## src/rtl/mtct_pkg.sv

```systemverilog
package mtct_pkg;

    localparam int TOK_W  = 24;
    localparam int KIND_W = 3;
    localparam int MODE_W = 3;
    localparam int SKIP_W = 3;

    localparam logic [KIND_W-1:0] K_CONTENT   = 3'd0;
    localparam logic [KIND_W-1:0] K_COMPONENT = 3'd1;
    localparam logic [KIND_W-1:0] K_COMMENT   = 3'd2;
    localparam logic [KIND_W-1:0] K_END       = 3'd3;
    localparam logic [KIND_W-1:0] K_ILLEGAL   = 3'd4;

    localparam logic [MODE_W-1:0] M_INITIAL   = 3'd0;
    localparam logic [MODE_W-1:0] M_CONTENT   = 3'd1;
    localparam logic [MODE_W-1:0] M_COMPONENT = 3'd2;
    localparam logic [MODE_W-1:0] M_COMMENT   = 3'd3;
    localparam logic [MODE_W-1:0] M_TAIL      = 3'd4;

    localparam logic [SKIP_W-1:0] SKIP_CONTENT   = 3'd1;
    localparam logic [SKIP_W-1:0] SKIP_COMMENT   = 3'd4;
    localparam logic [SKIP_W-1:0] SKIP_COMPONENT = 3'd5;
    localparam logic [SKIP_W-1:0] SKIP_TAIL      = 3'd2;

    localparam logic [7:0] CH_LT    = 8'h3C;
    localparam logic [7:0] CH_GT    = 8'h3E;
    localparam logic [7:0] CH_BANG  = 8'h21;
    localparam logic [7:0] CH_DASH  = 8'h2D;
    localparam logic [7:0] CH_SLASH = 8'h2F;
    localparam logic [7:0] CH_SPACE = 8'h20;
    localparam logic [7:0] CH_TAB   = 8'h09;
    localparam logic [7:0] CH_LF    = 8'h0A;
    localparam logic [7:0] CH_VT    = 8'h0B;
    localparam logic [7:0] CH_FF    = 8'h0C;
    localparam logic [7:0] CH_CR    = 8'h0D;
    localparam logic [7:0] CASE_BIT = 8'h20;

    typedef struct packed {
        logic [MODE_W-1:0] mode;
        logic [SKIP_W-1:0] skip;
        logic [TOK_W-1:0]  tbegin;
    } t_scan;

    typedef struct packed {
        logic              emit;
        logic [KIND_W-1:0] kind;
        logic [TOK_W-1:0]  start;
        logic [TOK_W-1:0]  len;
        logic              consume;
        logic              cut;
    } t_step;

    typedef struct packed {
        logic [KIND_W-1:0] kind;
        logic [TOK_W-1:0]  start;
        logic [TOK_W-1:0]  len;
        logic              last;
    } t_res;

    function automatic logic [7:0] lc(input logic [7:0] c);
        return c | CASE_BIT;
    endfunction

    function automatic logic is_sep(input logic [7:0] c);
        return (c == CH_SPACE) || (c == CH_FF) || (c == CH_LF) || (c == CH_CR) ||
               (c == CH_TAB) || (c == CH_VT) || (c == CH_SLASH) || (c == CH_GT);
    endfunction

endpackage

```

## src/rtl/mtct_step.sv

```systemverilog
module mtct_step #(
    parameter int LOOKAHEAD_BYTES = 10
) (
    input  logic [LOOKAHEAD_BYTES-1:0][7:0]         i_win,
    input  logic [$clog2(LOOKAHEAD_BYTES+1)-1:0]    i_fill,
    input  logic [mtct_pkg::TOK_W-1:0]              i_cursor,
    input  mtct_pkg::t_scan                         i_scan,
    output mtct_pkg::t_scan                         o_next,
    output mtct_pkg::t_step                         o_step
);

    localparam int FILL_W = $clog2(LOOKAHEAD_BYTES + 1);

    logic [LOOKAHEAD_BYTES-1:0][7:0] la;
    logic [7:0]                      b;
    logic [mtct_pkg::MODE_W-1:0]     m0;
    logic [mtct_pkg::MODE_W-1:0]     m1;
    logic                            pre_emit;
    logic                            cat_hit;
    logic                            doc_hit;
    logic                            head_hit;
    logic                            body_hit;
    logic                            comp_start;

    always_comb begin
        for (int k = 0; k < LOOKAHEAD_BYTES; k++) begin
            la[k] = (FILL_W'(k) < i_fill) ? i_win[k] : 8'h00;
        end
    end

    assign b = la[0];

    assign cat_hit  = (mtct_pkg::lc(la[1]) == "c") && (mtct_pkg::lc(la[2]) == "a") &&
                      (mtct_pkg::lc(la[3]) == "t") && (la[4] == mtct_pkg::CH_DASH);
    assign doc_hit  = (mtct_pkg::lc(la[1]) == "d") && (mtct_pkg::lc(la[2]) == "o") &&
                      (mtct_pkg::lc(la[3]) == "c") && (mtct_pkg::lc(la[4]) == "u") &&
                      (mtct_pkg::lc(la[5]) == "m") && (mtct_pkg::lc(la[6]) == "e") &&
                      (mtct_pkg::lc(la[7]) == "n") && (mtct_pkg::lc(la[8]) == "t") &&
                      mtct_pkg::is_sep(la[9]);
    assign head_hit = (mtct_pkg::lc(la[1]) == "h") && (mtct_pkg::lc(la[2]) == "e") &&
                      (mtct_pkg::lc(la[3]) == "a") && (mtct_pkg::lc(la[4]) == "d") &&
                      mtct_pkg::is_sep(la[5]);
    assign body_hit = (mtct_pkg::lc(la[1]) == "b") && (mtct_pkg::lc(la[2]) == "o") &&
                      (mtct_pkg::lc(la[3]) == "d") && (mtct_pkg::lc(la[4]) == "y") &&
                      mtct_pkg::is_sep(la[5]);
    assign comp_start = (b == mtct_pkg::CH_LT) && (cat_hit || doc_hit || head_hit || body_hit);

    assign m0 = (i_scan.mode == mtct_pkg::M_TAIL && i_scan.skip == '0) ?
                mtct_pkg::M_INITIAL : i_scan.mode;
    assign pre_emit = (m0 == mtct_pkg::M_CONTENT) && (i_scan.skip == '0) &&
                      (b == mtct_pkg::CH_LT);
    assign m1 = pre_emit ? mtct_pkg::M_INITIAL : m0;

    always_comb begin
        o_next         = i_scan;
        o_next.mode    = m1;
        o_step.emit    = pre_emit;
        o_step.kind    = mtct_pkg::K_CONTENT;
        o_step.start   = i_scan.tbegin;
        o_step.len     = i_cursor - i_scan.tbegin;
        o_step.consume = 1'b0;
        o_step.cut     = 1'b0;

        priority if (m1 == mtct_pkg::M_INITIAL) begin
            o_next.tbegin  = i_cursor;
            o_step.consume = 1'b1;
            priority if (b == mtct_pkg::CH_LT && la[1] == mtct_pkg::CH_BANG &&
                         la[2] == mtct_pkg::CH_DASH && la[3] == mtct_pkg::CH_DASH) begin
                o_next.mode = mtct_pkg::M_COMMENT;
                o_next.skip = mtct_pkg::SKIP_COMMENT - 3'd1;
            end else if (b == mtct_pkg::CH_LT && la[1] == mtct_pkg::CH_BANG) begin
                o_next.mode = mtct_pkg::M_CONTENT;
                o_next.skip = mtct_pkg::SKIP_CONTENT - 3'd1;
            end else if (comp_start) begin
                o_next.mode = mtct_pkg::M_COMPONENT;
                o_next.skip = mtct_pkg::SKIP_COMPONENT - 3'd1;
            end else begin
                o_next.mode = mtct_pkg::M_CONTENT;
                o_next.skip = mtct_pkg::SKIP_CONTENT - 3'd1;
            end
        end else if (m1 == mtct_pkg::M_TAIL) begin
            o_step.consume = 1'b1;
            o_next.skip    = i_scan.skip - 3'd1;
            if (i_scan.skip == 3'd1) begin
                o_next.mode = mtct_pkg::M_INITIAL;
            end
        end else if (i_scan.skip != '0) begin
            o_step.consume = 1'b1;
            o_next.skip    = i_scan.skip - 3'd1;
        end else if (m1 == mtct_pkg::M_COMPONENT) begin
            o_step.consume = 1'b1;
            if (b == mtct_pkg::CH_GT) begin
                o_step.emit = 1'b1;
                o_step.kind = mtct_pkg::K_COMPONENT;
                o_step.len  = i_cursor + 24'd1 - i_scan.tbegin;
                o_next.mode = mtct_pkg::M_INITIAL;
            end
        end else if (m1 == mtct_pkg::M_COMMENT) begin
            priority if (b == mtct_pkg::CH_DASH && i_fill < FILL_W'(3)) begin
                o_step.emit = 1'b1;
                o_step.cut  = 1'b1;
                o_step.kind = mtct_pkg::K_COMMENT;
            end else if (b == mtct_pkg::CH_DASH && la[1] == mtct_pkg::CH_DASH &&
                         la[2] == mtct_pkg::CH_GT) begin
                o_step.consume = 1'b1;
                o_step.emit    = 1'b1;
                o_step.kind    = mtct_pkg::K_COMMENT;
                o_step.len     = i_cursor + 24'd3 - i_scan.tbegin;
                o_next.mode    = mtct_pkg::M_TAIL;
                o_next.skip    = mtct_pkg::SKIP_TAIL;
            end else begin
                o_step.consume = 1'b1;
            end
        end else begin
            o_step.consume = 1'b1;
        end
    end

endmodule

```

## src/rtl/markup_tag_comment_tokenizer.sv

```systemverilog
// Channel  Dir  Payload
// s_axis   in   tdata[7:0] text_byte; tuser[0] action
// m_axis   out  tdata[23:0] token_start, tdata[47:24] token_length;
//               tuser[2:0] token_kind; tlast last_of_run
//
// A text byte gives at most one token; once the window is full, the scanner
// consumes one window byte per cycle while text bytes are accepted.
// At end of text the same single-step scanner walks the remaining window
// bytes, one per cycle unless the skid entry is full, with s_axis_tready low.
// A two-entry output stage (register plus skid) keeps s_axis open while one
// result waits; s_axis_tready is low while the skid entry is full or during end of text.
// Reset is synchronous and clears control state; window bytes are not reset.
module markup_tag_comment_tokenizer #(
    parameter int LOOKAHEAD_BYTES = 10,
    parameter int MAX_TEXT_BYTES  = 16777216
) (
    input  logic        i_clk,
    input  logic        i_rst_n,
    input  logic        s_axis_tvalid,
    output logic        s_axis_tready,
    input  logic [7:0]  s_axis_tdata,   // [7:0] text_byte
    input  logic [0:0]  s_axis_tuser,   // [0] action
    output logic        m_axis_tvalid,
    input  logic        m_axis_tready,
    output logic [47:0] m_axis_tdata,   // [23:0] token_start, [47:24] token_length
    output logic [2:0]  m_axis_tuser,   // [2:0] token_kind
    output logic        m_axis_tlast    // last_of_run
);

    localparam int FILL_W = $clog2(LOOKAHEAD_BYTES + 1);
    localparam logic [FILL_W-1:0] FILL_FULL = FILL_W'(LOOKAHEAD_BYTES);
    localparam logic [mtct_pkg::TOK_W-1:0] POS_LIMIT =
        mtct_pkg::TOK_W'(MAX_TEXT_BYTES - 1);

    localparam logic [1:0] PH_IDLE = 2'd0;
    localparam logic [1:0] PH_STEP = 2'd1;
    localparam logic [1:0] PH_ILL  = 2'd2;
    localparam logic [1:0] PH_END  = 2'd3;

    logic [LOOKAHEAD_BYTES-1:0][7:0] r_win;
    logic [LOOKAHEAD_BYTES-1:0][7:0] n_win;
    logic [FILL_W-1:0]               r_fill;
    logic [FILL_W-1:0]               n_fill;
    mtct_pkg::t_scan                 r_scan;
    mtct_pkg::t_scan                 n_scan;
    logic [mtct_pkg::TOK_W-1:0]      r_pos;
    logic [mtct_pkg::TOK_W-1:0]      n_pos;
    logic                            r_term;
    logic                            n_term;
    logic [1:0]                      r_ph;
    logic [1:0]                      n_ph;

    logic                            r_out_valid;
    mtct_pkg::t_res                  r_out;
    logic                            r_skid_valid;
    mtct_pkg::t_res                  r_skid;

    logic [LOOKAHEAD_BYTES-1:0][7:0] win_app;
    logic [LOOKAHEAD_BYTES-1:0][7:0] st_win;
    logic [LOOKAHEAD_BYTES-1:0][7:0] win_shift;
    logic [FILL_W-1:0]               st_fill;
    logic [mtct_pkg::TOK_W-1:0]      cursor;
    mtct_pkg::t_scan                 st_next;
    mtct_pkg::t_step                 st_out;

    logic                            acc;
    logic                            gen_ok;
    logic                            out_take;
    logic                            res_valid;
    mtct_pkg::t_res                  res;

    assign s_axis_tready = (r_ph == PH_IDLE) && !r_skid_valid;
    assign acc           = s_axis_tvalid && s_axis_tready;
    assign gen_ok        = !r_skid_valid;
    assign out_take      = r_out_valid && m_axis_tready;

    always_comb begin
        for (int k = 0; k < LOOKAHEAD_BYTES; k++) begin
            win_app[k] = (FILL_W'(k) == r_fill) ? s_axis_tdata : r_win[k];
        end
    end

    assign st_win  = (r_ph == PH_IDLE) ? win_app : r_win;
    assign st_fill = (r_ph == PH_IDLE) ? r_fill + FILL_W'(1) : r_fill;
    assign cursor  = r_pos - mtct_pkg::TOK_W'(r_fill);

    always_comb begin
        for (int k = 0; k < LOOKAHEAD_BYTES - 1; k++) begin
            win_shift[k] = st_win[k + 1];
        end
        win_shift[LOOKAHEAD_BYTES-1] = st_win[LOOKAHEAD_BYTES-1];
    end

    mtct_step #(
        .LOOKAHEAD_BYTES (LOOKAHEAD_BYTES)
    ) u_step (
        .i_win    (st_win),
        .i_fill   (st_fill),
        .i_cursor (cursor),
        .i_scan   (r_scan),
        .o_next   (st_next),
        .o_step   (st_out)
    );

    always_comb begin
        n_win     = r_win;
        n_fill    = r_fill;
        n_scan    = r_scan;
        n_pos     = r_pos;
        n_term    = r_term;
        n_ph      = r_ph;
        res_valid = 1'b0;
        res       = '0;

        if (acc) begin
            if (s_axis_tuser[0] == 1'b0) begin
                if (!r_term) begin
                    if (r_pos >= POS_LIMIT) begin
                        res_valid = 1'b1;
                        res.kind  = mtct_pkg::K_ILLEGAL;
                        res.last  = 1'b1;
                        n_term    = 1'b1;
                    end else begin
                        n_win  = win_app;
                        n_fill = r_fill + FILL_W'(1);
                        n_pos  = r_pos + 24'd1;
                        if (r_fill + FILL_W'(1) == FILL_FULL) begin
                            n_scan = st_next;
                            if (st_out.consume) begin
                                n_win  = win_shift;
                                n_fill = r_fill;
                            end
                            if (st_out.emit) begin
                                res_valid = 1'b1;
                                res.kind  = st_out.kind;
                                res.start = st_out.start;
                                res.len   = st_out.len;
                                res.last  = 1'b1;
                            end
                        end
                    end
                end
            end else if (r_term) begin
                n_fill = '0;
                n_scan = '{mode: mtct_pkg::M_INITIAL, skip: '0, tbegin: '0};
                n_pos  = '0;
                n_term = 1'b0;
            end else begin
                n_ph = PH_STEP;
            end
        end else if (gen_ok) begin
            unique case (r_ph)
                PH_IDLE: begin
                end
                PH_STEP: begin
                    if (r_fill != '0) begin
                        n_scan = st_next;
                        if (st_out.consume) begin
                            n_win  = win_shift;
                            n_fill = r_fill - FILL_W'(1);
                        end
                        res_valid = st_out.emit;
                        res.kind  = st_out.kind;
                        res.start = st_out.start;
                        res.len   = st_out.len;
                        if (st_out.cut) begin
                            n_ph = PH_ILL;
                        end
                    end else begin
                        res_valid = 1'b1;
                        res.start = r_scan.tbegin;
                        res.len   = r_pos - r_scan.tbegin;
                        unique case (r_scan.mode)
                            mtct_pkg::M_CONTENT: begin
                                res.kind = mtct_pkg::K_CONTENT;
                                n_ph     = PH_END;
                            end
                            mtct_pkg::M_COMPONENT: begin
                                res.kind = mtct_pkg::K_COMPONENT;
                                n_ph     = PH_ILL;
                            end
                            mtct_pkg::M_COMMENT: begin
                                res.kind = mtct_pkg::K_COMMENT;
                                n_ph     = PH_ILL;
                            end
                            default: begin
                                res.kind  = mtct_pkg::K_END;
                                res.start = '0;
                                res.len   = '0;
                                res.last  = 1'b1;
                                n_ph      = PH_IDLE;
                                n_fill    = '0;
                                n_scan    = '{mode: mtct_pkg::M_INITIAL, skip: '0, tbegin: '0};
                                n_pos     = '0;
                                n_term    = 1'b0;
                            end
                        endcase
                    end
                end
                PH_ILL, PH_END: begin
                    res_valid = 1'b1;
                    res.kind  = (r_ph == PH_ILL) ? mtct_pkg::K_ILLEGAL : mtct_pkg::K_END;
                    res.last  = 1'b1;
                    n_ph      = PH_IDLE;
                    n_fill    = '0;
                    n_scan    = '{mode: mtct_pkg::M_INITIAL, skip: '0, tbegin: '0};
                    n_pos     = '0;
                    n_term    = 1'b0;
                end
                default: begin
                end
            endcase
        end
    end

    always_ff @(posedge i_clk) begin
        r_win <= n_win;
        if (!i_rst_n) begin
            r_fill <= '0;
            r_scan <= '{mode: mtct_pkg::M_INITIAL, skip: '0, tbegin: '0};
            r_pos  <= '0;
            r_term <= 1'b0;
            r_ph   <= PH_IDLE;
        end else begin
            r_fill <= n_fill;
            r_scan <= n_scan;
            r_pos  <= n_pos;
            r_term <= n_term;
            r_ph   <= n_ph;
        end
    end

    // hold a result in the skid entry while the output register is stalled
    always_ff @(posedge i_clk) begin
        if (!i_rst_n) begin
            r_out_valid  <= 1'b0;
            r_skid_valid <= 1'b0;
        end else if (r_skid_valid) begin
            if (out_take) begin
                r_out        <= r_skid;
                r_skid_valid <= 1'b0;
            end
        end else if (res_valid) begin
            if (!r_out_valid || out_take) begin
                r_out       <= res;
                r_out_valid <= 1'b1;
            end else begin
                r_skid       <= res;
                r_skid_valid <= 1'b1;
            end
        end else if (out_take) begin
            r_out_valid <= 1'b0;
        end
    end

    assign m_axis_tvalid = r_out_valid;
    assign m_axis_tdata  = {r_out.len, r_out.start};
    assign m_axis_tuser  = r_out.kind;
    assign m_axis_tlast  = r_out.last;

endmodule
```

## config.mk

```make
export PLATFORM = sky130hd
export DESIGN_NAME = markup_tag_comment_tokenizer
export DESIGN_NICKNAME = d
export VERILOG_FILES = /design/src/rtl/mtct_pkg.sv /design/src/rtl/mtct_step.sv /design/src/rtl/markup_tag_comment_tokenizer.sv
export SDC_FILE = /design/constraint.sdc
export NUM_CORES = 1
export LEC_CHECK = 0
export BUFFER_PORTS_ARGS = -buffer_cell sky130_fd_sc_hd__clkbuf_2
export CAP_MARGIN = 30
export CORE_MARGIN = 3
export CORE_UTILIZATION = 55
export CTS_CLUSTER_SIZE = 14
export DETAILED_ROUTE_END_ITERATION = 10
export PLACE_DENSITY = 0.8
export SLEW_MARGIN = 20
export SYNTH_ARGS = -nofsm -noshare
export SYNTH_HDL_FRONTEND = slang
export SYNTH_SLANG_ARGS = --single-unit
```

## constraint.sdc

```tcl
create_clock -name i_clk -period 16.5 [get_ports i_clk]
set_clock_uncertainty 0.15 [all_clocks]
set_input_delay 3.3 -clock i_clk [delete_from_list [all_inputs] [get_ports i_clk]]
set_output_delay 3.3 -clock i_clk [all_outputs]
set_load 0.02 [all_outputs]
```

* After elaboration in Yosys (flattened, before gate mapping)
Index checks and enable logic that the tools add are counted.
** Storage, ports and cells
- Register bits :: 247
- Input port bits :: 13
- Output and inout port bits :: 54
- Logic and storage cells :: 369
** Cells by class
- $add $sub $neg :: 11
- Magnitude comparators :: 12
- Equality and inequality tests :: 82
- Multiplexer cells :: 158
- Bitwise logic cells :: 2
- Reductions and logical operators :: 77
** Operators with widths (number)
- two-way mux 80 bit :: 11
- two-way mux 52 bit :: 9
- two-way mux 24 bit :: 15
- two-way mux 30 bit :: 9
- two-way mux 8 bit :: 20
- equality test 7 x 6 -> 1 bit (second input constant) :: 18
- equality test 8 x 6 -> 1 bit (second input constant) :: 15
- two-way mux 48 bit :: 2
- subtractor 24 bit :: 4
- equality test 8 x 4 -> 1 bit (second input constant) :: 10
- two-way mux 4 bit :: 20
- case mux 30 bit (2 select lines) :: 1
- two-way mux 51 bit :: 1
- two-way mux 25 bit :: 2
- two-way mux 49 bit :: 1
- adder 24 x 1 -> 24 bit (second input constant) :: 2
- case mux 24 bit (2 select lines) :: 1
- two-way mux 6 bit :: 7
- two-way mux 1 bit :: 34
- logical AND 1 bit :: 32
- two-way mux 3 bit :: 10
- adder 24 x 2 -> 24 bit (second input constant) :: 1
- greater-or-equal comparator 24 bit (second input constant) :: 1
- subtractor 24 x 4 -> 24 bit :: 1
- other kinds (46) :: 115

* Longest topological paths before layout
Gate-level depths: netlist of run 1.
- Depth after elaboration :: 26
- Gate-level depth with buffers :: 23
- Mapped depth without buffers :: 22

* By module
A second synthesis of run 1 with hierarchy kept.
** Unflattened totals
- Cells, all modules :: 2216
- Area, all modules :: 19834.0 um^2
** Modules (own cells, without submodules)
- markup_tag_comment_tokenizer :: instances 1, cells an instance 1440, area an instance 14522.7 um^2, sequential area each 6786.5 um^2
- mtct_step :: instances 1, cells an instance 776, area an instance 5311.3 um^2, sequential area each 0.0 um^2

* Worst setup path after synthesis of run 1
OpenSTA, ideal clock, no wires.
- Kind :: in2reg
- Start point :: in s_axis_tdata[0]
- End point :: reg r_skid[0] (netlist bit) (enable)
- Setup time :: 0.596 ns
- Arrival time :: 9.816 ns
- Data required time :: 15.754 ns
- Path slack :: 5.938 ns
- Cell stages on the path :: 9
- Buffers on the path :: 1
- Cells stage by stage :: clkbuf_1 or4bb_1 nor4_2 o21a_1 nand4_1 o22ai_1 o21a_1 nor2_1 nor4_1
** Between the ends
- Cells in the longest elaborated chain, start to end :: 20
- Elaborated cells between the ends (all ways) :: 39
- Those cells by class :: eq/ne (8); mux (25); reduce/logical (6)
** RTL lines
- from (decl) :: line markup_tag_comment_tokenizer.sv:21 : input logic [7:0] s_axis_tdata,
- two-way mux 8 bit :: line markup_tag_comment_tokenizer.sv:79 : win_app[k] = (FILL_W'(k) == r_fill) ? s_axis_tdata : r_win[k];
- two-way mux 80 bit * :: line markup_tag_comment_tokenizer.sv:83 : assign st_win = (r_ph == PH_IDLE) ? win_app : r_win;
- two-way mux 8 bit :: line mtct_step.sv:27 : la[k] = (FILL_W'(k) < i_fill) ? i_win[k] : 8'h00;
- equality test 8 x 6 -> 1 bit (on tied branches) :: line mtct_step.sv:99, mtct_step.sv:103
- logical AND 1 bit (2 in a row) :: line mtct_step.sv:103 : end else if (b == mtct_pkg::CH_DASH && la[1] == mtct_pkg::CH_DASH &&
- two-way mux 4 bit :: line mtct_step.sv:103
- two-way mux 4 bit :: line mtct_step.sv:99 : priority if (b == mtct_pkg::CH_DASH && i_fill < FILL_W'(3)) begin
- two-way mux 4 bit :: line mtct_step.sv:98 : end else if (m1 == mtct_pkg::M_COMMENT) begin
- [3 not listed]
- two-way mux 4 bit * :: line mtct_step.sv:64 : priority if (m1 == mtct_pkg::M_INITIAL) begin
- two-way mux 1 bit :: line markup_tag_comment_tokenizer.sv:133 : if (st_out.emit) begin
- two-way mux 1 bit :: line markup_tag_comment_tokenizer.sv:127 : if (r_fill + FILL_W'(1) == FILL_FULL) begin
- two-way mux 1 bit :: line markup_tag_comment_tokenizer.sv:118 : if (r_pos >= POS_LIMIT) begin
- two-way mux 1 bit :: line markup_tag_comment_tokenizer.sv:117 : if (!r_term) begin
- two-way mux 1 bit :: line markup_tag_comment_tokenizer.sv:116 : if (s_axis_tuser[0] == 1'b0) begin
- two-way mux 1 bit * :: line markup_tag_comment_tokenizer.sv:115 : if (acc) begin
- AND reduction 4 bit (no source line) *
- to (signal assigned) :: line markup_tag_comment_tokenizer.sv:248 : r_skid <= res;
- to (decl) :: line markup_tag_comment_tokenizer.sv:56 : mtct_pkg::t_res r_skid;
Mark *: on every way between the ends. The rest lies on a longest branch, timed or not.
A chain may end at the register's enable or synchronous reset.

==> run_results.csv, run 1 <==
group,metric,value,unit
worst_hold_path,whs_path_depth,2,
cells_and_area,antenna-diode-count,0,
yosys,synth_common_cells,"nor2_1, edfxtp_1, nand2_1",
placed_design,port_buffers,66,
yosys,synth_area_leader_cell,"edfxtp_1",
yosys,synth_top_area_share,0.2948,
worst_setup_path,ff2ff_setup_slack,9.73,ns
power_and_ir_drop,power_leakage,0.007770,µW
yosys,ys_types,88,
floorplanning,ios,67,
global_routing,grt_use_total,0.3502,
global_routing,grt_antenna_before_repair,0,
routing,vias_per_cell,6.933,
routing,vias,18010,
routing,dr.pass1.iters,6,
clock_tree,ctsResizeCount,0,
routing,drt_iter0_drc,2672,
sta,setup-tns-final,0,ns
yosys,synth_area_leaders,"edfxtp_1, dfxtp_1, ha_1",
yosys,syn-num-nets,2242,
clock_tree,hold_buffers,0,
cells_and_area,final_nets,2261,
job,drv_cap,0,
clock_tree,cts_buffer_depth,3,
cells_and_area,syn_to_final_growth,8.892,%
clock_tree,cts_tree,"yes",
clock_tree,cts.sinks,247,
sta,min_period_over_period,0.4212,
yosys,ys_seq_area_frac,0.3621,
cells_and_area,drive_gt1_frac,0.1123,
worst_setup_path,crit_path_max_fanout,27,
power_and_ir_drop,total_power,3441,µW
placed_design,place.gp.congestion,1.006,
yosys,ys_ff_latch,247,
clock_tree,root_buffer,"clkbuf_16",
worst_setup_path,end_kind,"register",
sta,hold_viol_final,0,
sta,worstMarginPinSlew,0.9292,ns
yosys,synth_area,0.01874,mm²
yosys,async_reset_ff_frac,0,
worst_hold_path,min_path_type,"register to register",
floorplanning,dieHeight,190.6,µm
global_routing,grt_max_degree,81,
global_routing,grt_pass1_vias,16560,
routing,drc,0,
sta,setup_viol_count_final,0,
routing,wl_per_cell,25.11,µm
yosys,synth_edf_count,184,
sta,period_minus_slack,6.949,ns
global_routing,grt_overflow,0,
run_status,status,"completed",
worst_setup_path,r2r_end,"m_axis_tdata[43]",
floorplanning,die_x,190.6,µm
clock_tree,clk-insertion-delay-late,0.55,ns
clock_tree,htree_levels,1,
routing,wl,65210,µm
floorplanning,start_util,0.5674,
floorplanning,num_rows,66,
worst_setup_path,start_kind,"primary input",
power_and_ir_drop,ir_drop,0.1039,mV
yosys,dominantRegCellSynth,"edfxtp_1",
clock_tree,clk_pin_slew,0.07,ns
routing,drtAntennaViolNets,0,
clock_tree,cts_buffers,26,
yosys,postSynthAreaPerCell,8.858,µm²
placed_design,dp_hpwl,48590,µm
floorplanning,fp.dieArea,0.03633,mm²
clock_tree,postCtsSetupBuffers,0,
sta,clock.fmax,0.1439,GHz
yosys,synth_cells,2116,
floorplanning,core-area,0.03303,mm²
worst_setup_path,cp.arrival,7.21,ns
worst_setup_path,crit_required,16.76,ns
worst_hold_path,worstHoldStart,"r_scan[3]",
worst_setup_path,r2r.worst_path.cells,19,
power_and_ir_drop,powerDensity,168.6,mW/mm²
sta,max_slew_margin,0.3790,
sta,rsz0062_at_grt,"no",
worst_hold_path,hold-path-endpoint,"r_scan[3]",
sta,slew_viol_final,0,
global_routing,grt_first_pass_wirelength,99110,µm
yosys,yosys_warnings,0,
worst_setup_path,r2r-start,"r_fill[0]",
yosys,yosysMostFrequentCell,"nor2_1",
worst_setup_path,crit_type,"primary input to register",
cells by family (layout without fill, tap and decap cells):
kind of cell    after synthesis  count (layout)  synth area share
simple gates                785             785            0.2075
compound gates              593             593            0.2115
flops                       247             247            0.3621
buf+inv                     200             239           0.04139
fa+ha+maj                   113             113           0.08505
xor+xnor                     97              97           0.04533
mux                          81              81           0.04713
worst max-delay path by stage:
stage | from | end | depth (start not counted)
after floorplan | s_axis_tdata[0] | r_skid[0] | 9
after global placement | s_axis_tdata[3] | m_axis_tuser[0] | 10
after detailed placement | s_axis_tdata[0] | m_axis_tdata[34] | 10
after CTS | s_axis_tdata[0] | m_axis_tdata[34] | 10
after global routing | r_fill[0] | m_axis_tdata[43] | 19
final | s_axis_tdata[0] | m_axis_tdata[38] | 10
stage by stage:
stage,hold slack (ns),instances,util,setup slack (ns),area [µm²]
floorplan,0.2863,2116,-,5.938,18740
CTS,0.3079,2593,0.6164,9.725,20360
detailed placement,0.2988,2545,0.5901,9.163,19490
finish,0.3091,2597,0.6179,9.551,20410
global placement,0.2936,2543,0.5893,8.986,19460
global route,0.3587,2597,0.6179,9.355,20410
where the power goes:
part           internal, µW  leakage, µW  switching, µW
logic                   717      0.00510           1310
registers               749      0.00225           55.8
clock network           355     0.000419            249
total                  1820      0.00777           1620
metal layers:
metal | GRT usage | wire length [µm]
met4 | 0.08355 | 1875
met2 | 0.5111 | 27150
met5 | 0 | 0
met3 | 0.06875 | 7764
met1 | 0.5352 | 28420
layout by cell type (no fill, tap or decap), drive strengths merged, types with 18 or more instances in the layout:
cell and n:
nand2b 23, a21o 29, xnor2 52, o22ai 84, a211oi 39, clkbuf 102, mux2 58, xor2 45
nand4 29, nand3 44, nor3 49, edfxtp 184, nor2 291, ha 89, o211ai 20, dfxtp 63
buf 35, nand2 155, a21oi 128, o21ai 89, a31oi 33, fa 24, inv 88, nor2b 20
and3 26, or3 21, mux2i 23, nor4 24, o31ai 18
area by class of cell:
| cell class | instances | area (µm²) |
|---|---|---|
| Tap cell | 442 | 553.0 |
| Sequential cell | 247 | 6787 |
| Clock buffer | 35 | 725.7 |
| Inverter | 88 | 330.3 |
| Clock inverter | 13 | 143.9 |
| Timing Repair Buffer | 103 | 638.1 |
| Multi-Input combinational cell | 1669 | 11230 |
| Fill cell | 2848 | 12620 |
critical path: stages:
cell	delay, ns
clkbuf_2	0.52
nor2b_1	0.34
nand4b_1	0.13
a221oi_1	0.69
a31oi_1	0.27
o32ai_1	0.52
a31oi_1	0.20
buf_4	0.27
o32ai_1	0.65
mux2_2	0.29
sequential cells by signal, indices dropped and copies added (netlist names), 2 cells and up:
register      count
m_axis_tuser      3
r_fill            4
r_ph              2
r_skid           52
r_pos            24
r_scan           30
m_axis_tdata     48
r_win            80
No activity file was read; power rests on OpenSTA's default activity.
==> run 2, diff against run 1 <==
Settings changed: PLACE_DENSITY 0.8 to 0.83.
Clock period 16.5 ns to 5.9 ns, I/O delays scaled along.
==> run 2 against run 1 <==
- hold slack better by 0.0020 ns
- utilization rose by 1.7 points
- cell count increased by 2.2%
- register-to-register slack lost 9.5 ns
- non-clock buffer count grew 58
- die area did not move
- first-iteration DRC count is 19% lower
- sequential share of layout area down 0.87 points
- critical endpoint is now m_axis_tdata[46]
==> run_results.csv, run 2 (synthesis gave the netlist of run 1 again) <==
group,metric,value,unit
floorplanning,dieHeight,190.6,µm
power_and_ir_drop,total_power,9943,µW
sta,worstMarginPinSlew,1.052,ns
sta,period_minus_slack,5.666,ns
floorplanning,fp.dieArea,0.03633,mm²
cells_and_area,final_cell_mix,"nor2_1, edfxtp_1, nand2_1",
cells_and_area,final_nets,2320,
clock_tree,root_buffer,"clkbuf_16",
sta,max_slew_margin,0.2966,
routing,vias,18140,
cells_and_area,fill_cells,2742,
global_routing,grt_use_total,0.3557,
sta,fin_ws,0.2344,ns
worst_hold_path,min_path_type,"register to register",
clock_tree,cts_buffer_depth,3,
placed_design,dp_cells,2602,
placed_design,dp_hpwl,48880,µm
routing,drc,0,
clock_tree,cts.sinks,247,
clock_tree,clk_pin_slew,0.07,ns
routing,wl,65800,µm
sta,slew_viol_final,0,
placed_design,port_buffers,66,
worst_setup_path,cp.arrival,5.82,ns
worst_setup_path,critPathLaunch,"r_pos[0]",
placed_design,place.gp.congestion,1.051,
worst_setup_path,crit_path_max_fanout,5,
cells_and_area,regMostFlops,"r_win",
global_routing,grt_first_pass_wirelength,100900,µm
sta,hold_slack,0.3112,ns
worst_setup_path,r2r_end,"m_axis_tdata[46]",
worst_setup_path,end_kind,"register",
clock_tree,cts_buffers,27,
routing,wl_per_cell,24.78,µm
floorplanning,num_rows,66,
floorplanning,core-area,0.03303,mm²
floorplanning,die_x,190.6,µm
global_routing,grt_pass1_vias,17410,
run_status,status,"completed",
sta,clock.fmax,0.1765,GHz
sta,min_period_over_period,0.9603,
power_and_ir_drop,power_leakage,0.008076,µW
sta,hold_viol_final,0,
cells_and_area,antenna-diode-count,0,
placed_design,dp_slack,0.01154,ns
cells_and_area,largest_reg_flops,80,
global_routing,grt_overflow,0,
routing,drt_iter0_drc,2155,
clock_tree,hold_buffers,0,
sta,setup_viol_count_final,0,
global_routing,grt_max_degree,81,
cells_and_area,drive_gt1_frac,0.1419,
worst_setup_path,r2r.worst_path.cells,20,
global_routing,grt_antenna_before_repair,0,
job,drv_cap,0,
cells_and_area,syn_to_final_growth,11.82,%
worst_setup_path,start_kind,"register",
clock_tree,htree_levels,1,
cells_and_area,layout_commonest_cell,"nor2_1",
worst_setup_path,crit_path_end,"m_axis_tdata[46]",
cells_and_area,layoutNonFillerInstCount,2655,
routing,drtAntennaViolNets,0,
worst_setup_path,ff2ff_setup_slack,0.23,ns
power_and_ir_drop,powerDensity,474.4,mW/mm²
clock_tree,cts_tree,"yes",
floorplanning,start_util,0.5674,
power_and_ir_drop,ir_drop,0.4615,mV
worst_setup_path,crit_required,6.06,ns
floorplanning,ios,67,
worst_setup_path,crit_type,"register to register",
worst_setup_path,r2r-start,"r_pos[0]",
routing,dr.pass1.iters,6,
clock_tree,clk-insertion-delay-late,0.57,ns
routing,vias_per_cell,6.831,
-- run 2: routing by layer --
layer	part of all wire	vias to the layer above	track usage
li1	-	8084	-
met1	0.40	8652	0.4667
met2	0.45	1171	0.5851
met3	0.098	228	0.05625
met4	0.052	0	0.1550
met5	0	-	0
-- run 2: stage by stage --
stage	setup TNS (ns)	util	area (µm²)
4_1_cts	0	0.6303	20820
3_3_place_gp	0	0.6034	19930
3_5_place_dp	0	0.6034	19930
6_report	0	0.6345	20960
5_1_grt	-0.0008336	0.6345	20960
2_1_floorplan	0	-	18770
-- run 2: final cells by class --
type                    count  area (µm²)  area share
clock buffers              34       721.9     0.03445
well taps                 442       553.0     0.02639
inverters                  88       330.3     0.01576
flip-flops and latches    247        6787      0.3238
multi-input cells        1669       11330      0.5405
repair buffers            161        1081     0.05158
clock inverters            14       157.7    0.007522
-- run 2: power by group --
part	switching, µW	total [µW]	internal [µW]	leakage, µW
clock	718	1710	997	0.000421
combinational	3740	5980	2240	0.00541
sequential	155	2250	2100	0.00225
-- run 2: timing repair --
| item | 4_1_cts | 5_1_grt |
|---|---|---|
| resized for setup | 1 | 15 |
| setup buffers | 0 | 2 |
| setup endpoints to repair | 1 | 9 |
| pin swaps | 0 | 2 |
-- run 2: how the worst min path moves through the flow --
stage                endpoint      start  depth (start not counted)
floorplan           r_scan[3]  r_scan[3]                          2
global placement    r_scan[3]  r_scan[3]                          2
detailed placement  r_scan[3]  r_scan[3]                          2
CTS                 r_scan[3]  r_scan[3]                          2
global route        r_scan[3]  r_scan[3]                          2
finish              r_scan[3]  r_scan[3]                          2
-- run 2: critical path, cell delays in order (launching register included) --
cell and delay [ns]:
dfxtp_1 0.31, inv_1 0.07, ha_1 0.17, inv_1 0.06, fa_1 0.40, a21o_1 0.17
a21o_1 0.25, or3_4 0.38, or3_4 0.41, nor3_1 0.23, xor2_1 0.30, ha_1 0.27
fa_1 0.51, a21oi_2 0.23, a21boi_0 0.24, o211ai_1 0.18, o21ai_0 0.26, a221oi_1 0.12
o31ai_1 0.27, o22ai_1 0.12, mux2_2 0.29
